`config.mk`:
```
export PLATFORM = sky130hd
export DESIGN_NAME = grid_quick_find_union_find_top
export DESIGN_NICKNAME = d
export VERILOG_FILES = /design/src/hw/rtl/gqf_pkg.sv /design/src/hw/rtl/gqf_store.sv /design/src/hw/rtl/gqf_ctrl.sv /design/src/hw/rtl/grid_quick_find_union_find_top.sv
export SDC_FILE = /design/constraint.sdc
export NUM_CORES = 1
export LEC_CHECK = 0
export BUFFER_PORTS_ARGS = -buffer_cell sky130_fd_sc_hd__buf_2
export CORE_AREA = 2 2 217 219
export CTS_CLUSTER_DIAMETER = 40
export DETAILED_ROUTE_END_ITERATION = 16
export DIE_AREA = 0 0 219 221
export PLACE_DENSITY_LB_ADDON = 0.15
export SETUP_SLACK_MARGIN = 0.3
export SLEW_MARGIN = 25
export SYNTH_ARGS = -nofsm -noshare
export SYNTH_HDL_FRONTEND = slang
export SYNTH_SLANG_ARGS = --single-unit
export TNS_END_PERCENT = 5
```
`constraint.sdc`:
```
create_clock -name clock -period 9.35 [get_ports clock]
set_input_delay 1.4025 -clock clock [delete_from_list [all_inputs] [get_ports clock]]
set_output_delay 1.4025 -clock clock [all_outputs]
set_load 0.005 [all_outputs]
```
`src/hw/rtl/gqf_pkg.sv`:
```
// Shared types, widths and codes for the grid set labeller.
// No dependencies.
package gqf_pkg;

   localparam int MAX_DIM_DEF = 8;
   localparam int CW  = 3;   // coordinate width
   localparam int LW  = 6;   // label width
   localparam int SW  = 4;   // size register width
   localparam int TW  = 2;   // request type width
   localparam int CIW = 2;   // csr index width

   localparam logic [TW-1:0] REQ_JOIN  = 2'd0;
   localparam logic [TW-1:0] REQ_QUERY = 2'd1;
   localparam logic [TW-1:0] REQ_FIND  = 2'd2;
   localparam logic [TW-1:0] REQ_ELEM  = 2'd3;

   localparam logic [CIW-1:0] CSR_WIDTH  = 2'd0;
   localparam logic [CIW-1:0] CSR_HEIGHT = 2'd1;

   typedef struct packed {
      logic          en;
      logic [CW-1:0] x;
      logic [CW-1:0] y;
   } cell_acc_type;

   typedef struct packed {
      logic          en;
      logic [CW-1:0] x;
      logic [CW-1:0] y;
      logic [LW-1:0] lbl;
   } cell_wr_type;

   typedef struct packed {
      logic          vld;
      logic [CW-1:0] x;
      logic [CW-1:0] y;
      logic [LW-1:0] lbl;
   } cell_rd_type;

   function automatic logic in_grid(input logic [CW-1:0] x, input logic [CW-1:0] y,
                                    input logic [SW-1:0] w, input logic [SW-1:0] h);
      return (SW'(x) < w) && (SW'(y) < h);
   endfunction

endpackage

```
`src/hw/rtl/gqf_store.sv`:
```
// Label memory: one write and one registered read per cycle.
// Per-entry valid bits give the initial label x*height+y until written.
// Depends on gqf_pkg.
module gqf_store import gqf_pkg::*; #(
   parameter int MAX_DIM = MAX_DIM_DEF
) (
   input  logic          clock,
   input  logic          reset,
   input  logic          clear,
   input  logic [SW-1:0] eff_h,
   input  logic          adv,
   input  cell_acc_type  rd_req,
   input  cell_wr_type   wr_req,
   output cell_rd_type   rd_data
);

   localparam int DEPTH = MAX_DIM * MAX_DIM;
   localparam int AW    = (DEPTH > 1) ? $clog2(DEPTH) : 1;

   logic [LW-1:0]    mem [DEPTH];
   logic [LW-1:0]    mem_q_ff;
   logic [DEPTH-1:0] vld_ff;
   logic             dv_ff;
   logic             sv_ff;
   logic [CW-1:0]    dx_ff;
   logic [CW-1:0]    dy_ff;
   logic [AW-1:0]    raddr;
   logic [AW-1:0]    waddr;
   logic [CW+SW-1:0] prod;
   logic [CW+SW-1:0] dflt;

   assign raddr = AW'(int'(rd_req.x) * MAX_DIM + int'(rd_req.y));
   assign waddr = AW'(int'(wr_req.x) * MAX_DIM + int'(wr_req.y));

   always_ff @(posedge clock) begin
      if (wr_req.en) begin
         mem[waddr] <= wr_req.lbl;
      end
      if (rd_req.en) begin
         mem_q_ff <= mem[raddr];
         sv_ff    <= vld_ff[raddr];
         dx_ff    <= rd_req.x;
         dy_ff    <= rd_req.y;
      end
   end

   always_ff @(posedge clock) begin
      if (reset || clear) begin
         vld_ff <= '0;
      end else if (wr_req.en) begin
         vld_ff[waddr] <= 1'b1;
      end
   end

   always_ff @(posedge clock) begin
      if (reset) begin
         dv_ff <= 1'b0;
      end else if (adv) begin
         dv_ff <= rd_req.en;
      end
   end

   assign prod = {{SW{1'b0}}, dx_ff} * {{CW{1'b0}}, eff_h};
   assign dflt = prod + {{SW{1'b0}}, dy_ff};

   assign rd_data.vld = dv_ff;
   assign rd_data.x   = dx_ff;
   assign rd_data.y   = dy_ff;
   assign rd_data.lbl = sv_ff ? mem_q_ff : dflt[LW-1:0];

endmodule

```
`src/hw/rtl/gqf_ctrl.sv`:
```
// Request sequencer: label reads, relabel and list scans, result register.
// Depends on gqf_pkg; drives gqf_store.
module gqf_ctrl import gqf_pkg::*; (
   input  logic          clock,
   input  logic          reset,
   input  logic [SW-1:0] eff_w,
   input  logic [SW-1:0] eff_h,
   input  logic          req_valid,
   output logic          req_ready,
   input  logic [TW-1:0] req_type,
   input  logic [CW-1:0] req_first_x,
   input  logic [CW-1:0] req_first_y,
   input  logic [CW-1:0] req_second_x,
   input  logic [CW-1:0] req_second_y,
   input  logic [LW-1:0] req_query_label,
   output logic          rsp_valid,
   input  logic          rsp_ready,
   output logic          rsp_status,
   output logic          rsp_joined,
   output logic [LW-1:0] rsp_label,
   output logic [CW-1:0] rsp_cell_x,
   output logic [CW-1:0] rsp_cell_y,
   output logic          rsp_cell_valid,
   output logic          rsp_last,
   output logic          adv,
   output cell_acc_type  rd_req,
   output cell_wr_type   wr_req,
   input  cell_rd_type   rd_data
);

   localparam logic [2:0] ST_IDLE = 3'd0;
   localparam logic [2:0] ST_RDA  = 3'd1;
   localparam logic [2:0] ST_RDB  = 3'd2;
   localparam logic [2:0] ST_WB   = 3'd3;
   localparam logic [2:0] ST_SCAN = 3'd4;
   localparam logic [2:0] ST_DONE = 3'd5;

   logic [2:0]    state_ff, state_in;
   logic [TW-1:0] kind_ff, kind_in;
   logic [CW-1:0] ax_ff, ax_in, ay_ff, ay_in, bx_ff, bx_in, by_ff, by_in;
   logic [LW-1:0] q_ff, q_in, la_ff, la_in, lb_ff, lb_in;
   logic          bad_ff, bad_in;
   logic [CW-1:0] sx_ff, sx_in, sy_ff, sy_in;
   logic          iss_done_ff, iss_done_in;
   logic          pend_v_ff, pend_v_in;
   logic [CW-1:0] px_ff, px_in, py_ff, py_in;
   logic          rsp_valid_ff, rsp_valid_in;
   logic          rsp_status_ff, rsp_status_in;
   logic          rsp_joined_ff, rsp_joined_in;
   logic [LW-1:0] rsp_label_ff, rsp_label_in;
   logic [CW-1:0] rsp_cell_x_ff, rsp_cell_x_in;
   logic [CW-1:0] rsp_cell_y_ff, rsp_cell_y_in;
   logic          rsp_cell_valid_ff, rsp_cell_valid_in;
   logic          rsp_last_ff, rsp_last_in;
   logic          load_out;
   logic          out_free;
   logic          q_match;
   logic          issue;

   assign out_free = !rsp_valid_ff || rsp_ready;
   assign q_match  = rd_data.vld && (rd_data.lbl == q_ff);
   assign adv      = !(state_ff == ST_SCAN && kind_ff == REQ_ELEM && q_match &&
                       pend_v_ff && !out_free);
   assign issue    = (state_ff == ST_RDA) || (state_ff == ST_RDB) ||
                     (state_ff == ST_SCAN && !iss_done_ff);
   assign req_ready = (state_ff == ST_IDLE);

   always_comb begin
      rd_req.en = issue && adv;
      rd_req.x  = sx_ff;
      rd_req.y  = sy_ff;
      if (state_ff == ST_RDA) begin
         rd_req.x = ax_ff;
         rd_req.y = ay_ff;
      end else if (state_ff == ST_RDB) begin
         rd_req.x = bx_ff;
         rd_req.y = by_ff;
      end
   end

   assign wr_req.en  = (state_ff == ST_SCAN) && (kind_ff == REQ_JOIN) && rd_data.vld &&
                       (rd_data.lbl == lb_ff);
   assign wr_req.x   = rd_data.x;
   assign wr_req.y   = rd_data.y;
   assign wr_req.lbl = la_ff;

   always_comb begin
      state_in          = state_ff;
      kind_in           = kind_ff;
      ax_in             = ax_ff;
      ay_in             = ay_ff;
      bx_in             = bx_ff;
      by_in             = by_ff;
      q_in              = q_ff;
      la_in             = la_ff;
      lb_in             = lb_ff;
      bad_in            = bad_ff;
      sx_in             = sx_ff;
      sy_in             = sy_ff;
      iss_done_in       = iss_done_ff;
      pend_v_in         = pend_v_ff;
      px_in             = px_ff;
      py_in             = py_ff;
      rsp_valid_in      = rsp_valid_ff && !rsp_ready;
      load_out          = 1'b0;
      rsp_status_in     = 1'b0;
      rsp_joined_in     = 1'b0;
      rsp_label_in      = '0;
      rsp_cell_x_in     = '0;
      rsp_cell_y_in     = '0;
      rsp_cell_valid_in = 1'b0;
      rsp_last_in       = 1'b0;

      unique case (state_ff)
         ST_IDLE: begin
            if (req_valid) begin
               kind_in     = req_type;
               ax_in       = req_first_x;
               ay_in       = req_first_y;
               bx_in       = (req_type == REQ_FIND) ? req_first_x : req_second_x;
               by_in       = (req_type == REQ_FIND) ? req_first_y : req_second_y;
               q_in        = req_query_label;
               bad_in      = (req_type != REQ_ELEM) &&
                             !(in_grid(req_first_x, req_first_y, eff_w, eff_h) &&
                               ((req_type == REQ_FIND) ||
                                in_grid(req_second_x, req_second_y, eff_w, eff_h)));
               sx_in       = '0;
               sy_in       = '0;
               iss_done_in = 1'b0;
               pend_v_in   = 1'b0;
               if (req_type == REQ_ELEM) begin
                  state_in = ST_SCAN;
               end else if (bad_in) begin
                  state_in = ST_DONE;
               end else begin
                  state_in = ST_RDA;
               end
            end
         end
         ST_RDA: begin
            state_in = ST_RDB;
         end
         ST_RDB: begin
            la_in    = rd_data.lbl;
            state_in = ST_WB;
         end
         ST_WB: begin
            lb_in    = rd_data.lbl;
            state_in = (kind_ff == REQ_JOIN) ? ST_SCAN : ST_DONE;
         end
         ST_SCAN: begin
            if (rd_req.en) begin
               if (SW'(sy_ff) == eff_h - SW'(1)) begin
                  sy_in = '0;
                  if (SW'(sx_ff) == eff_w - SW'(1)) begin
                     iss_done_in = 1'b1;
                  end else begin
                     sx_in = sx_ff + CW'(1);
                  end
               end else begin
                  sy_in = sy_ff + CW'(1);
               end
            end
            if (kind_ff == REQ_ELEM && q_match && adv) begin
               if (pend_v_ff) begin
                  load_out          = 1'b1;
                  rsp_cell_x_in     = px_ff;
                  rsp_cell_y_in     = py_ff;
                  rsp_cell_valid_in = 1'b1;
               end
               pend_v_in = 1'b1;
               px_in     = rd_data.x;
               py_in     = rd_data.y;
            end
            if (iss_done_ff && !rd_data.vld) begin
               state_in = ST_DONE;
            end
         end
         ST_DONE: begin
            if (out_free) begin
               load_out          = 1'b1;
               rsp_last_in       = 1'b1;
               rsp_status_in     = bad_ff;
               rsp_joined_in     = (kind_ff == REQ_QUERY) && !bad_ff && (la_ff == lb_ff);
               rsp_label_in      = ((kind_ff == REQ_FIND) && !bad_ff) ? la_ff : '0;
               if (kind_ff == REQ_ELEM && pend_v_ff) begin
                  rsp_cell_x_in     = px_ff;
                  rsp_cell_y_in     = py_ff;
                  rsp_cell_valid_in = 1'b1;
               end
               state_in = ST_IDLE;
            end
         end
         default: begin
            state_in = ST_IDLE;
         end
      endcase

      if (load_out) begin
         rsp_valid_in = 1'b1;
      end
   end

   always_ff @(posedge clock) begin
      if (reset) begin
         state_ff     <= ST_IDLE;
         rsp_valid_ff <= 1'b0;
         pend_v_ff    <= 1'b0;
         iss_done_ff  <= 1'b0;
      end else begin
         state_ff     <= state_in;
         rsp_valid_ff <= rsp_valid_in;
         pend_v_ff    <= pend_v_in;
         iss_done_ff  <= iss_done_in;
      end
   end

   always_ff @(posedge clock) begin
      kind_ff <= kind_in;
      ax_ff   <= ax_in;
      ay_ff   <= ay_in;
      bx_ff   <= bx_in;
      by_ff   <= by_in;
      q_ff    <= q_in;
      la_ff   <= la_in;
      lb_ff   <= lb_in;
      bad_ff  <= bad_in;
      sx_ff   <= sx_in;
      sy_ff   <= sy_in;
      px_ff   <= px_in;
      py_ff   <= py_in;
      if (load_out) begin
         rsp_status_ff     <= rsp_status_in;
         rsp_joined_ff     <= rsp_joined_in;
         rsp_label_ff      <= rsp_label_in;
         rsp_cell_x_ff     <= rsp_cell_x_in;
         rsp_cell_y_ff     <= rsp_cell_y_in;
         rsp_cell_valid_ff <= rsp_cell_valid_in;
         rsp_last_ff       <= rsp_last_in;
      end
   end

   assign rsp_valid      = rsp_valid_ff;
   assign rsp_status     = rsp_status_ff;
   assign rsp_joined     = rsp_joined_ff;
   assign rsp_label      = rsp_label_ff;
   assign rsp_cell_x     = rsp_cell_x_ff;
   assign rsp_cell_y     = rsp_cell_y_ff;
   assign rsp_cell_valid = rsp_cell_valid_ff;
   assign rsp_last       = rsp_last_ff;

endmodule

```
`src/hw/rtl/grid_quick_find_union_find_top.sv`:
```
// Grid set labeller (quick-find). Each cell of a W x H grid (W, H up to MAX_DIM) holds a
// set label in a label memory with one registered read per cycle; after reset or any size
// write every cell reads as x*H+y, with no clearing pass (per-entry valid bits). A find or
// joined query reads its first cell, then its second, then loads its result; a request with
// a coordinate outside the grid loads its result without a read. A join scans the active
// grid at one memory read per cycle. An elements request lists matching cells as it scans;
// the scan halts while a listed cell waits on a stalled result channel, and the final
// result may also wait there. One request is in work at a time; the next is accepted the
// cycle after the previous result is loaded, even while that result waits in the result
// register.
// Depends on gqf_pkg, gqf_ctrl, gqf_store.
module grid_quick_find_union_find_top import gqf_pkg::*; #(
   parameter int MAX_DIM = MAX_DIM_DEF
) (
   input  logic           clock,
   input  logic           reset,
   input  logic           csr_we,
   input  logic [CIW-1:0] csr_index,
   input  logic [SW-1:0]  csr_wdata,
   input  logic           req_valid,
   output logic           req_ready,
   input  logic [TW-1:0]  req_type,
   input  logic [CW-1:0]  req_first_x,
   input  logic [CW-1:0]  req_first_y,
   input  logic [CW-1:0]  req_second_x,
   input  logic [CW-1:0]  req_second_y,
   input  logic [LW-1:0]  req_query_label,
   output logic           rsp_valid,
   input  logic           rsp_ready,
   output logic           rsp_status,
   output logic           rsp_joined,
   output logic [LW-1:0]  rsp_label,
   output logic [CW-1:0]  rsp_cell_x,
   output logic [CW-1:0]  rsp_cell_y,
   output logic           rsp_cell_valid,
   output logic           rsp_last
);

   localparam logic [SW-1:0] MAX_S = SW'(MAX_DIM);

   logic [SW-1:0] width_ff;
   logic [SW-1:0] height_ff;
   logic [SW-1:0] eff_w;
   logic [SW-1:0] eff_h;
   logic          clear;
   logic          adv;
   cell_acc_type  rd_req;
   cell_wr_type   wr_req;
   cell_rd_type   rd_data;

   always_comb begin
      clear = 1'b0;
      if (csr_we) begin
         unique case (csr_index)
            CSR_WIDTH:  clear = 1'b1;
            CSR_HEIGHT: clear = 1'b1;
            default:    clear = 1'b0;
         endcase
      end
   end

   always_ff @(posedge clock) begin
      if (reset) begin
         width_ff  <= SW'(8);
         height_ff <= SW'(8);
      end else if (csr_we) begin
         if (csr_index == CSR_WIDTH) begin
            width_ff <= csr_wdata;
         end
         if (csr_index == CSR_HEIGHT) begin
            height_ff <= csr_wdata;
         end
      end
   end

   always_comb begin
      if (width_ff == '0 || height_ff == '0) begin
         eff_w = MAX_S;
         eff_h = MAX_S;
      end else begin
         eff_w = (width_ff > MAX_S) ? MAX_S : width_ff;
         eff_h = (height_ff > MAX_S) ? MAX_S : height_ff;
      end
   end

   gqf_ctrl u_ctrl (
      .clock           (clock),
      .reset           (reset),
      .eff_w           (eff_w),
      .eff_h           (eff_h),
      .req_valid       (req_valid),
      .req_ready       (req_ready),
      .req_type        (req_type),
      .req_first_x     (req_first_x),
      .req_first_y     (req_first_y),
      .req_second_x    (req_second_x),
      .req_second_y    (req_second_y),
      .req_query_label (req_query_label),
      .rsp_valid       (rsp_valid),
      .rsp_ready       (rsp_ready),
      .rsp_status      (rsp_status),
      .rsp_joined      (rsp_joined),
      .rsp_label       (rsp_label),
      .rsp_cell_x      (rsp_cell_x),
      .rsp_cell_y      (rsp_cell_y),
      .rsp_cell_valid  (rsp_cell_valid),
      .rsp_last        (rsp_last),
      .adv             (adv),
      .rd_req          (rd_req),
      .wr_req          (wr_req),
      .rd_data         (rd_data)
   );

   gqf_store #(
      .MAX_DIM (MAX_DIM)
   ) u_store (
      .clock   (clock),
      .reset   (reset),
      .clear   (clear),
      .eff_h   (eff_h),
      .adv     (adv),
      .rd_req  (rd_req),
      .wr_req  (wr_req),
      .rd_data (rd_data)
   );

endmodule

```
Yosys cells after proc, flatten, opt, wreduce, memory -nomap -nowiden:

Memory sizes are Yosys's and may differ from the RTL's. A register that Yosys moved wholly into a read port is not among the register bits.
Index checks and enable logic that the tools add are counted.

* add/sub/neg operators: 7
* $mul: 1
* order comparisons: 9
* eq/ne operators: 25
* multiplexer cells: 57
* bitwise logic cells: 1
* reduce and logical (&&, ||, !) cells: 55

Operator list (count)
* 64-bit OR: 1
* 3-bit 2-to-1 mux: 21
* 3-bit case mux with 2 select lines: 4
* 1-bit logical AND: 23
* 6-bit by 3-bit adder with 6-bit output: 3
* 6-bit equality test: 3
* 1-bit 2-to-1 mux: 18
* 6-bit 2-to-1 mux: 3
* 3-bit case mux with 6 select lines: 1
* 3-bit by 4-bit less-than comparator with 1-bit output: 4
* 4-bit 2-to-1 mux: 4
* 6-bit by 7-bit less-than comparator with 1-bit output, second input constant: 2
* 2-bit inequality test, second input constant: 7
* 3-bit AND reduction: 4
* 2-bit AND reduction: 5
* 5-bit AND reduction: 2
* 2-bit equality test, second input constant: 4
* 3-bit by 4-bit equality test with 1-bit output: 2
* 4-bit greater-than comparator, second input constant: 2
* 1-bit zero test: 8
* 4-bit zero test: 2
* 1-bit case mux with 2 select lines: 4
* 4-bit by 1-bit subtractor with 4-bit output, second input constant: 2
* 3-bit by 1-bit adder with 3-bit output, second input constant: 2
* other kinds (14): 24

* flip-flop bits (word level): 147
* RAM bits: 384
* input port bits: 31
* memories: 1

Memory list
* u_store.mem: words 64, width 6, rd ports 1, clocked after Yosys merged registers in 1, write ports 1, RTL line gqf_store.sv:20 `logic [LW-1:0] mem [DEPTH];`

Longest topological paths before layout:

Gate-level depths: netlist (run 1).

* word-level depth: 16
* mapped depth: 17
* depth with buffers taken out: 16

Modules after synthesis:

Synthesis (run 1) repeated with hierarchy kept, for this count alone.

* cell total of the unflattened synthesis: 1284
* area, all modules: 22053.7 µm²

Modules (own cells, without submodules)
* gqf_store: times used 1, cells each 976, area an instance 18268.8 µm²
* gqf_ctrl: times used 1, cells each 266, area an instance 3340.7 µm²
* grid_quick_find_union_find_top: times used 1, cells each 42, area an instance 444.2 µm²

Least setup slack after synthesis (run 1):

No wires, ideal clock.

* kind: reg2reg
* from: register u_store.dx_ff[0]
* to: register u_ctrl.rsp_cell_valid_ff, in the netlist u_ctrl.rsp_cell_valid (enable)
* data arrival time: 5071 ps
* required time: 8939 ps
* setup slack: 3867 ps
* stages on the path, launching flop included: 16
* cells stage by stage: edfxtp_1 -> clkbuf_1 -> nand3_1 -> fa_1 -> inv_1 -> fa_1 -> inv_1 -> fa_1 -> inv_1 -> a21o_1 -> a21oi_1 -> xnor3_1 -> mux2i_1 -> o2111ai_1 -> or2_2 -> o21ai_0

* cells in the longest elaborated chain, start to end: 12
* elaborated cells between the ends (all ways): 13

Ends and longest elaborated chain
* start: declaration: RTL line gqf_store.sv:25 `logic [CW-1:0] dx_ff;`
* start signal: assignment: RTL line gqf_store.sv:42 `dx_ff <= rd_req.x;`
* 3-bit by 4-bit multiplier with 6-bit output (*): RTL line gqf_store.sv:63 `assign prod = {{SW{1'b0}}, dx_ff} * {{CW{1'b0}}, eff_h};`
* 6-bit by 3-bit adder with 6-bit output (*): RTL line gqf_store.sv:64 `assign dflt = prod + {{SW{1'b0}}, dy_ff};`
* 6-bit 2-to-1 mux (*): RTL line gqf_store.sv:69 `assign rd_data.lbl = sv_ff ? mem_q_ff : dflt[LW-1:0];`
* 6-bit equality test (*): RTL line gqf_ctrl.sv:61 `assign q_match = rd_data.vld && (rd_data.lbl == q_ff);`
* 1-bit logical AND (*): RTL line gqf_ctrl.sv:61
* 1-bit logical AND (2 in series): RTL line gqf_ctrl.sv:62 `assign adv = !(state_ff == ST_SCAN && kind_ff == REQ_ELEM && q_match &&`
* 1-bit logical AND: RTL line gqf_ctrl.sv:63 `pend_v_ff && !out_free);`
* 1-bit zero test: RTL line gqf_ctrl.sv:62
* 1-bit logical AND (*): RTL line gqf_ctrl.sv:164 `if (kind_ff == REQ_ELEM && q_match && adv) begin`
* 1-bit 2-to-1 mux (*): RTL line gqf_ctrl.sv:164
* 1-bit case mux with 2 select lines (*): RTL line gqf_ctrl.sv:114 `unique case (state_ff)`
* named net u_ctrl.load_out: RTL line gqf_ctrl.sv:55 `logic load_out;`
* end signal: assignment: RTL line gqf_ctrl.sv:238 `rsp_cell_valid_ff <= rsp_cell_valid_in;`
* end: declaration: RTL line gqf_ctrl.sv:53 `logic rsp_cell_valid_ff, rsp_cell_valid_in;`

Mark *: on every way through the listed nets, which the timed path passes. The rest lies on a longest branch.
A chain may end at the register's enable or synchronous reset.

Final worst setup path (run 1):

* from: register width_ff[0]
* to: memory u_store.mem[24][2] (enable)

* cells in the longest elaborated chain, start to end: 10

Ends and longest elaborated chain
* start: declaration: RTL line grid_quick_find_union_find_top.sv:41 `logic [SW-1:0] width_ff;`
* start signal: assignment: RTL line grid_quick_find_union_find_top.sv:68 `width_ff <= csr_wdata;`
* 4-bit zero test: RTL line grid_quick_find_union_find_top.sv:77 `if (width_ff == '0 || height_ff == '0) begin`
* 1-bit logical OR: RTL line grid_quick_find_union_find_top.sv:77
* 4-bit 2-to-1 mux: RTL line grid_quick_find_union_find_top.sv:77
* 3-bit by 4-bit multiplier with 6-bit output: RTL line gqf_store.sv:63
* 6-bit by 3-bit adder with 6-bit output: RTL line gqf_store.sv:64
* 6-bit 2-to-1 mux: RTL line gqf_store.sv:69
* 6-bit equality test: RTL line gqf_ctrl.sv:82 `(rd_data.lbl == lb_ff);`
* 1-bit logical AND: RTL line gqf_ctrl.sv:81 `assign wr_req.en = (state_ff == ST_SCAN) && (kind_ff == REQ_JOIN) && rd_data.vld &&`
* 1-bit 2-to-1 mux: RTL line gqf_store.sv:36 `if (wr_req.en) begin`
* 1-bit 2-to-1 mux (implied by the code): RTL line gqf_store.sv:37 `mem[waddr] <= wr_req.lbl;`
* end: declaration: RTL line gqf_store.sv:20

No other way between the ends.

==> results of run 1 <==
[state kept, by name, summed over array words and instances, names as in the netlist, 4 cells and up]
register and flops:
u_store.mem 384, u_store.vld_ff 64, u_ctrl.la_ff 6, u_ctrl.lb_ff 6, u_ctrl.q_ff 6, u_ctrl.rsp_label 6
u_store.mem_q_ff 6, height_ff 4, width_ff 4
[cell usage after synthesis, types with 20 or more instances]
| master | instances | area share (%) |
|---|---|---|
| mux2i_1 | 47 | 2.1 |
| ha_1 | 22 | 1.2 |
| nor2_1 | 128 | 2.1 |
| and2_1 | 20 | 0.55 |
| clkbuf_1 | 52 | 0.86 |
| nand2_1 | 354 | 5.8 |
| a22oi_1 | 40 | 1.3 |
| inv_1 | 24 | 0.40 |
| buf_2 | 28 | 0.62 |
| a31oi_1 | 24 | 0.66 |
| dfxtp_1 | 79 | 7.0 |
| a22o_1 | 64 | 2.5 |
| a21oi_1 | 83 | 1.8 |
| edfxtp_1 | 458 | 61 |
| nand3_1 | 109 | 2.4 |
[power breakdown]
part	switching (W)	total (W)	internal [W]
Clock	0.00110	0.00290	0.00179
Sequential	0.0000914	0.00287	0.00278
Combinational	0.00178	0.00247	0.000694
Total	0.00297	0.00824	0.00527
[cells in the final DEF, fill, tap and decap left out, types with 15 or more instances in the layout]
master	n
a21oi_1	83
a22o_1	64
a22oi_1	40
a31oi_1	24
a32oi_1	15
and2_1	19
and3_1	16
buf_2	48
buf_4	27
clkbuf_16	80
dfxtp_1	79
edfxtp_1	458
ha_1	22
inv_1	24
inv_6	16
mux2i_1	47
nand2_1	354
nand3_1	109
nor2_1	124
o21ai_0	16
xnor2_1	18
[per-layer routing]
metal,track usage (%),wire length [um],vias to the layer above
met5,0,0,-
met4,8.457,1912,0
met3,5.265,4778,133
met2,38.25,27440,655
met1,35.41,25900,7503
li1,-,-,6861
[per-stage QoR]
step | setup slack (ns) | hold WS, ns
final | 3.826 | 0.4717
after global routing | 3.421 | 0.4922
after CTS | 3.831 | 0.4748
after detailed placement | 3.828 | 0.4637
after global placement | 3.908 | 0.4608
after floorplan | 3.867 | 0.4447
[cell families after synthesis]
group | count (synthesis) | synth area share, %
mux | 59 | 2.666
xor+xnor | 32 | 1.327
buf+inv | 133 | 2.539
fa+ha+maj | 26 | 1.564
compound gates | 312 | 9.975
simple gates | 718 | 14.42
flops | 537 | 67.51
[worst max-delay path, cell delays in order, from the launching register on]
cell and delay (ns):
dfxtp_1 0.45, nor4_1 0.11, nor2_1 0.34, nand3_1 0.16, fa_1 0.52, inv_1 0.05, fa_1 0.54, inv_1 0.07
fa_1 0.45, inv_1 0.07, a21o_1 0.10, a21oi_1 0.07, xnor3_1 0.39, a21boi_2 0.23, xnor2_2 0.08, buf_4 0.22
or4_1 0.82, nor2_1 0.49
[worst min-delay path by stage]
stage               cells past startpoint                       startpoint  slack [ns]                         endpoint
finish                                  2        height_ff[0]$_SDFFE_PP0P_        0.47        height_ff[0]$_SDFFE_PP0P_
global route                            1  u_store.vld_ff[37]$_SDFFE_PP0P_        0.49  u_store.vld_ff[37]$_SDFFE_PP0P_
detailed placement                      1  u_store.vld_ff[20]$_SDFFE_PP0P_        0.46  u_store.vld_ff[20]$_SDFFE_PP0P_
CTS                                     2        height_ff[0]$_SDFFE_PP0P_        0.47        height_ff[0]$_SDFFE_PP0P_
global placement                        1   u_store.vld_ff[8]$_SDFFE_PP0P_        0.46   u_store.vld_ff[8]$_SDFFE_PP0P_
floorplan                               2        height_ff[0]$_SDFFE_PP0P_        0.44        height_ff[0]$_SDFFE_PP0P_
[final cells by class]
type                       count  area (sq um)  area share [%]
timing repair buffer          76         457.9           1.756
sequential                   537         15330           58.81
multi-input combinational   1147          6837           26.22
tap                          607         759.5           2.913
clock buffer                  89          2046           7.845
clock inverter                48         539.3           2.068
inverter                      26         102.6          0.3935
==> flow_metrics.env, run 1 <==
export IMPL_outcome="finished clean"
export IMPL_pin_count=49
export IMPL_wl_per_cell_um=23.72
export IMPL_clk_path_buf_depth=3
export IMPL_fin_util_pct=56.61
export IMPL_final_area_sq_um=26080
export IMPL_via_count=15150
export IMPL_drive_gt1_share_pct=12.64
export IMPL_diodes=0
export IMPL_dpl_cell_area_sq_um=23490
export IMPL_maxCapViolCount=0
export IMPL_first_global_vias=14610
export IMPL_r2r_end="u_store.mem[24][2]$_DFFE_PP_"
export IMPL_fin_total_pwr_w=0.008243
export IMPL_grt_max_degree=90
export IMPL_layout_cells_non_filler=2530
export IMPL_grt_pass1_wl_um=89780
export IMPL_nNetsFinal=1919
export IMPL_place_inst=2393
export IMPL_p_leak_nw=9.080
export IMPL_yosysSeqAreaShare_pct=67.51
export IMPL_synth_seq_cells=537
export IMPL_critPathCapture="u_store.mem[24][2]$_DFFE_PP_"
export IMPL_worst_clock_skew_ns=0.02054
export IMPL_power_density_nw_per_um2=316.1
export IMPL_hold_buffers=0
export IMPL_synth_edf_count=458
export IMPL_hpwl_um=36350
export IMPL_irDropWorstVdd_mv=0.2432
export IMPL_cts_sinks=537
export IMPL_synth_ff_type="edfxtp_1"
export IMPL_setup_tns_ns=0
export IMPL_placement_rows=79
export IMPL_critical_path_endpoint_type="flip-flop"
export IMPL_final_max_slew_viol_count=0
export IMPL_r2r_setup_slack_ns=3.83
export IMPL_tightest_slew_ns=1.101
export IMPL_dr_first_iter_drc_count=1723
export IMPL_cts_tree="done"
export IMPL_r2r_start="width_ff[0]$_SDFFE_PP0P_"
export IMPL_critPathLaunch="width_ff[0]$_SDFFE_PP0P_"
export IMPL_io_buffers=48
export IMPL_ys_warn_count=0
export IMPL_syn_avg_cell_area_sq_um=12.50
export IMPL_initial_utilization_pct=49.32
export IMPL_gr_total_overflow=0
export IMPL_fillCellCount=3790
export IMPL_period_minus_slack_ns=5.524
export IMPL_cts_resized=0
export IMPL_crit_fanout=16
export IMPL_worstPathArrival_ns=5.76
export IMPL_ant_nets=0
export IMPL_min_period_over_period_pct=59.08
export IMPL_first_pass_iters=5
export IMPL_hold_path_class="reg -> reg"
export IMPL_track_usage_pct=24.93
export IMPL_root_buffer="clkbuf_16"
export IMPL_crit_type="reg -> reg"
export IMPL_r2r_cells=17
export IMPL_rsz0062_at_grt="false"
export IMPL_cts_buffers=74
export IMPL_finalHoldViolations=0
export IMPL_fp_coreArea_sq_um=46060
export IMPL_fp_dieH_um=221
export IMPL_netlist_instances=1817
export IMPL_syn_nets=1874
export IMPL_slew_headroom_pct=24.73
export IMPL_drcViolationCount=0
export IMPL_setup_viol=0
export IMPL_netlist_area_sq_um=22720
export IMPL_drt_total_wl_um=60020
export IMPL_viasPerCell=5.989
export IMPL_clkLatencyLatePin_ns=0.60
export IMPL_cp_required_ns=9.58
export IMPL_htreeDepth=3
export IMPL_ys_async_sr_fraction_pct=0
export IMPL_cts_setup_buffers=0
export IMPL_clk_pin_slew_ns=0.06
export IMPL_die_w_um=219
export IMPL_max_freq_mhz=181.0
export IMPL_gp_congestion=0.8476
export IMPL_antenna_found_initial=0
export IMPL_crit_path_start_kind="flip-flop"
export IMPL_design_die_area_sq_um=48400
export IMPL_syn_to_final_growth_pct=14.80
export IMPL_ys_types=74
No activity file was read; power rests on OpenSTA's default activity.
==> inputs of run 2 (changes only) <==
==> constraint.sdc (replaced) <==
create_clock -name clock -period 5.34 [get_ports clock]
set_input_delay 0.801 -clock clock [delete_from_list [all_inputs] [get_ports clock]]
set_output_delay 0.801 -clock clock [all_outputs]
set_load 0.005 [all_outputs]
==> flow_metrics.env, run 2 (synthesis results as in run 1) <==
export IMPL_outcome="finished clean"
export IMPL_htreeDepth=3
export IMPL_slew_headroom_pct=15.93
export IMPL_hold_path_depth=1
export IMPL_first_global_vias=14770
export IMPL_finalHoldViolations=0
export IMPL_design_die_area_sq_um=48400
export IMPL_maxCapViolCount=0
export IMPL_irDropWorstVdd_mv=0.4083
export IMPL_final_max_slew_viol_count=0
export IMPL_hold_end="u_ctrl.q_ff[3]$_DFFE_PP_"
export IMPL_io_buffers=48
export IMPL_clk_pin_slew_ns=0.06
export IMPL_ant_nets=0
export IMPL_clk_path_buf_depth=3
export IMPL_max_freq_mhz=198.8
export IMPL_largest_reg_flops=384
export IMPL_tightest_slew_ns=1.258
export IMPL_r2r_setup_slack_ns=0.31
export IMPL_drt_total_wl_um=59830
export IMPL_regMostFlops="u_store.mem"
export IMPL_drive_gt1_share_pct=16.24
export IMPL_fp_dieH_um=221
export IMPL_antenna_found_initial=0
export IMPL_final_common_cell="edfxtp_1"
export IMPL_cts_tree="done"
export IMPL_syn_to_final_growth_pct=16.11
export IMPL_critical_path_endpoint_type="flip-flop"
export IMPL_r2r_end="u_store.mem[45][2]$_DFFE_PP_"
export IMPL_worst_clock_skew_ns=0.03032
export IMPL_dr_first_iter_drc_count=1886
export IMPL_crit_fanout=10
export IMPL_power_density_nw_per_um2=545.6
export IMPL_gp_congestion=0.8692
export IMPL_regArea_sq_um=15330
export IMPL_cts_buffers=72
export IMPL_initial_utilization_pct=49.32
export IMPL_wl_per_cell_um=23.43
export IMPL_gr_total_overflow=0
export IMPL_first_pass_iters=5
export IMPL_nNetsFinal=1945
export IMPL_hpwl_um=36500
export IMPL_crit_path_start_kind="flip-flop"
export IMPL_diodes=0
export IMPL_crit_type="reg -> reg"
export IMPL_min_delay_start="req_query_label[3]"
export IMPL_hold_path_class="in -> reg"
export IMPL_rsz0062_at_grt="true"
export IMPL_track_usage_pct=24.92
export IMPL_r2r_start="width_ff[3]$_SDFFE_PP1P_"
export IMPL_p_leak_nw=9.170
export IMPL_drcViolationCount=0
export IMPL_setup_tns_ns=0
export IMPL_root_buffer="clkbuf_16"
export IMPL_min_period_over_period_pct=94.21
export IMPL_multiInputGateArea_sq_um=6979
export IMPL_die_w_um=219
export IMPL_r2r_cells=15
export IMPL_fp_coreArea_sq_um=46060
export IMPL_via_count=15190
export IMPL_placement_rows=79
export IMPL_reg_top3="u_store.mem (384), u_store.vld_ff (64)"
export IMPL_grt_pass1_wl_um=89870
export IMPL_fillCellCount=3732
export IMPL_cp_required_ns=5.60
export IMPL_worstPathArrival_ns=5.29
export IMPL_most_common_layout_cells="edfxtp_1 (458), nand2_1 (354), nand3_1 (109)"
export IMPL_viasPerCell=5.951
export IMPL_final_area_sq_um=26380
export IMPL_dpl_cell_area_sq_um=23730
export IMPL_clkLatencyLatePin_ns=0.61
export IMPL_period_minus_slack_ns=5.031
export IMPL_pin_count=49
export IMPL_grt_max_degree=111
export IMPL_setup_viol=0
export IMPL_cts_sinks=537
==> run 2: changes by cell type in the layout (fill, tap and decap cells not counted), sizes merged <==
cell,previous run,this run
clkbuf,89,83
buf,76,104
bufinv,7,8
clkinv,17,20
inv,48,38
clkinvlp,2,9
==> run 2: final cells by class <==
type / instances / share of cell area [%]
multi-input combinational: 1147 / 26.46
clock buffer: 83 / 7.230
sequential: 537 / 58.14
clock inverter: 49 / 2.253
inverter: 26 / 0.3890
timing repair buffer: 104 / 2.647
tap: 607 / 2.880
==> run 2: metrics by stage <==
step	worst slack, ns	hold WS [ns]	cells	total power, W	utilization [%]
global placement	0.2266	0.4611	2421	0.009469	51.51
CTS	0.1883	0.3518	2553	0.01439	56.95
global route	0.007581	0.3570	2553	0.01497	57.26
floorplan	0.5019	0.4447	1817	0.007906	-
finish	0.3094	0.3805	2553	0.01439	57.26
detailed placement	0.1628	0.4624	2421	0.009480	51.51
==> run 2: metal layers <==
layer	global-route usage [%]	wire length [um]	vias to the layer above
li1	-	-	6912
met1	35.70	26030	7512
met2	38.57	27520	657
met3	4.192	4509	113
met4	8.784	1779	0
met5	0	0	-
==> run 2: critical path, stage by stage, from the launching register on <==
cell and delay [ns]:
dfxtp_1 0.34, or4_4 0.57, nand3_1 0.13, fa_1 0.40, inv_1 0.08, fa_1 0.44
inv_1 0.10, fa_1 0.21, inv_1 0.05, a21o_1 0.16, a21oi_1 0.17, xnor3_1 0.38
a21boi_2 0.24, xnor2_2 0.18, or4_1 0.85, nor2_2 0.39
==> run 2: worst max-delay path by stage <==
stage                     cells past startpoint                            to                  startpoint
after floorplan                              16  u_store.mem[47][0]$_DFFE_PP_  u_store.dx_ff[0]$_DFFE_PP_
after CTS                                    16  u_store.mem[25][5]$_DFFE_PP_    width_ff[3]$_SDFFE_PP1P_
after global routing                         15  u_store.mem[45][2]$_DFFE_PP_    width_ff[3]$_SDFFE_PP1P_
after global placement                       15  u_store.mem[63][4]$_DFFE_PP_    width_ff[3]$_SDFFE_PP1P_
after detailed placement                     16  u_store.mem[63][4]$_DFFE_PP_    width_ff[3]$_SDFFE_PP1P_
final                                        15  u_store.mem[45][2]$_DFFE_PP_    width_ff[3]$_SDFFE_PP1P_
==> run 2: report_power, final <==
group          switching, W  internal, W
sequential         0.000139      0.00487
clock               0.00190      0.00302
combinational       0.00317      0.00130
==> run 2: repair_timing <==
action	CTS	global route
resized for setup	2	48
setup endpoints to repair	198	330
hold buffers	0	0
buffers inserted	0	0
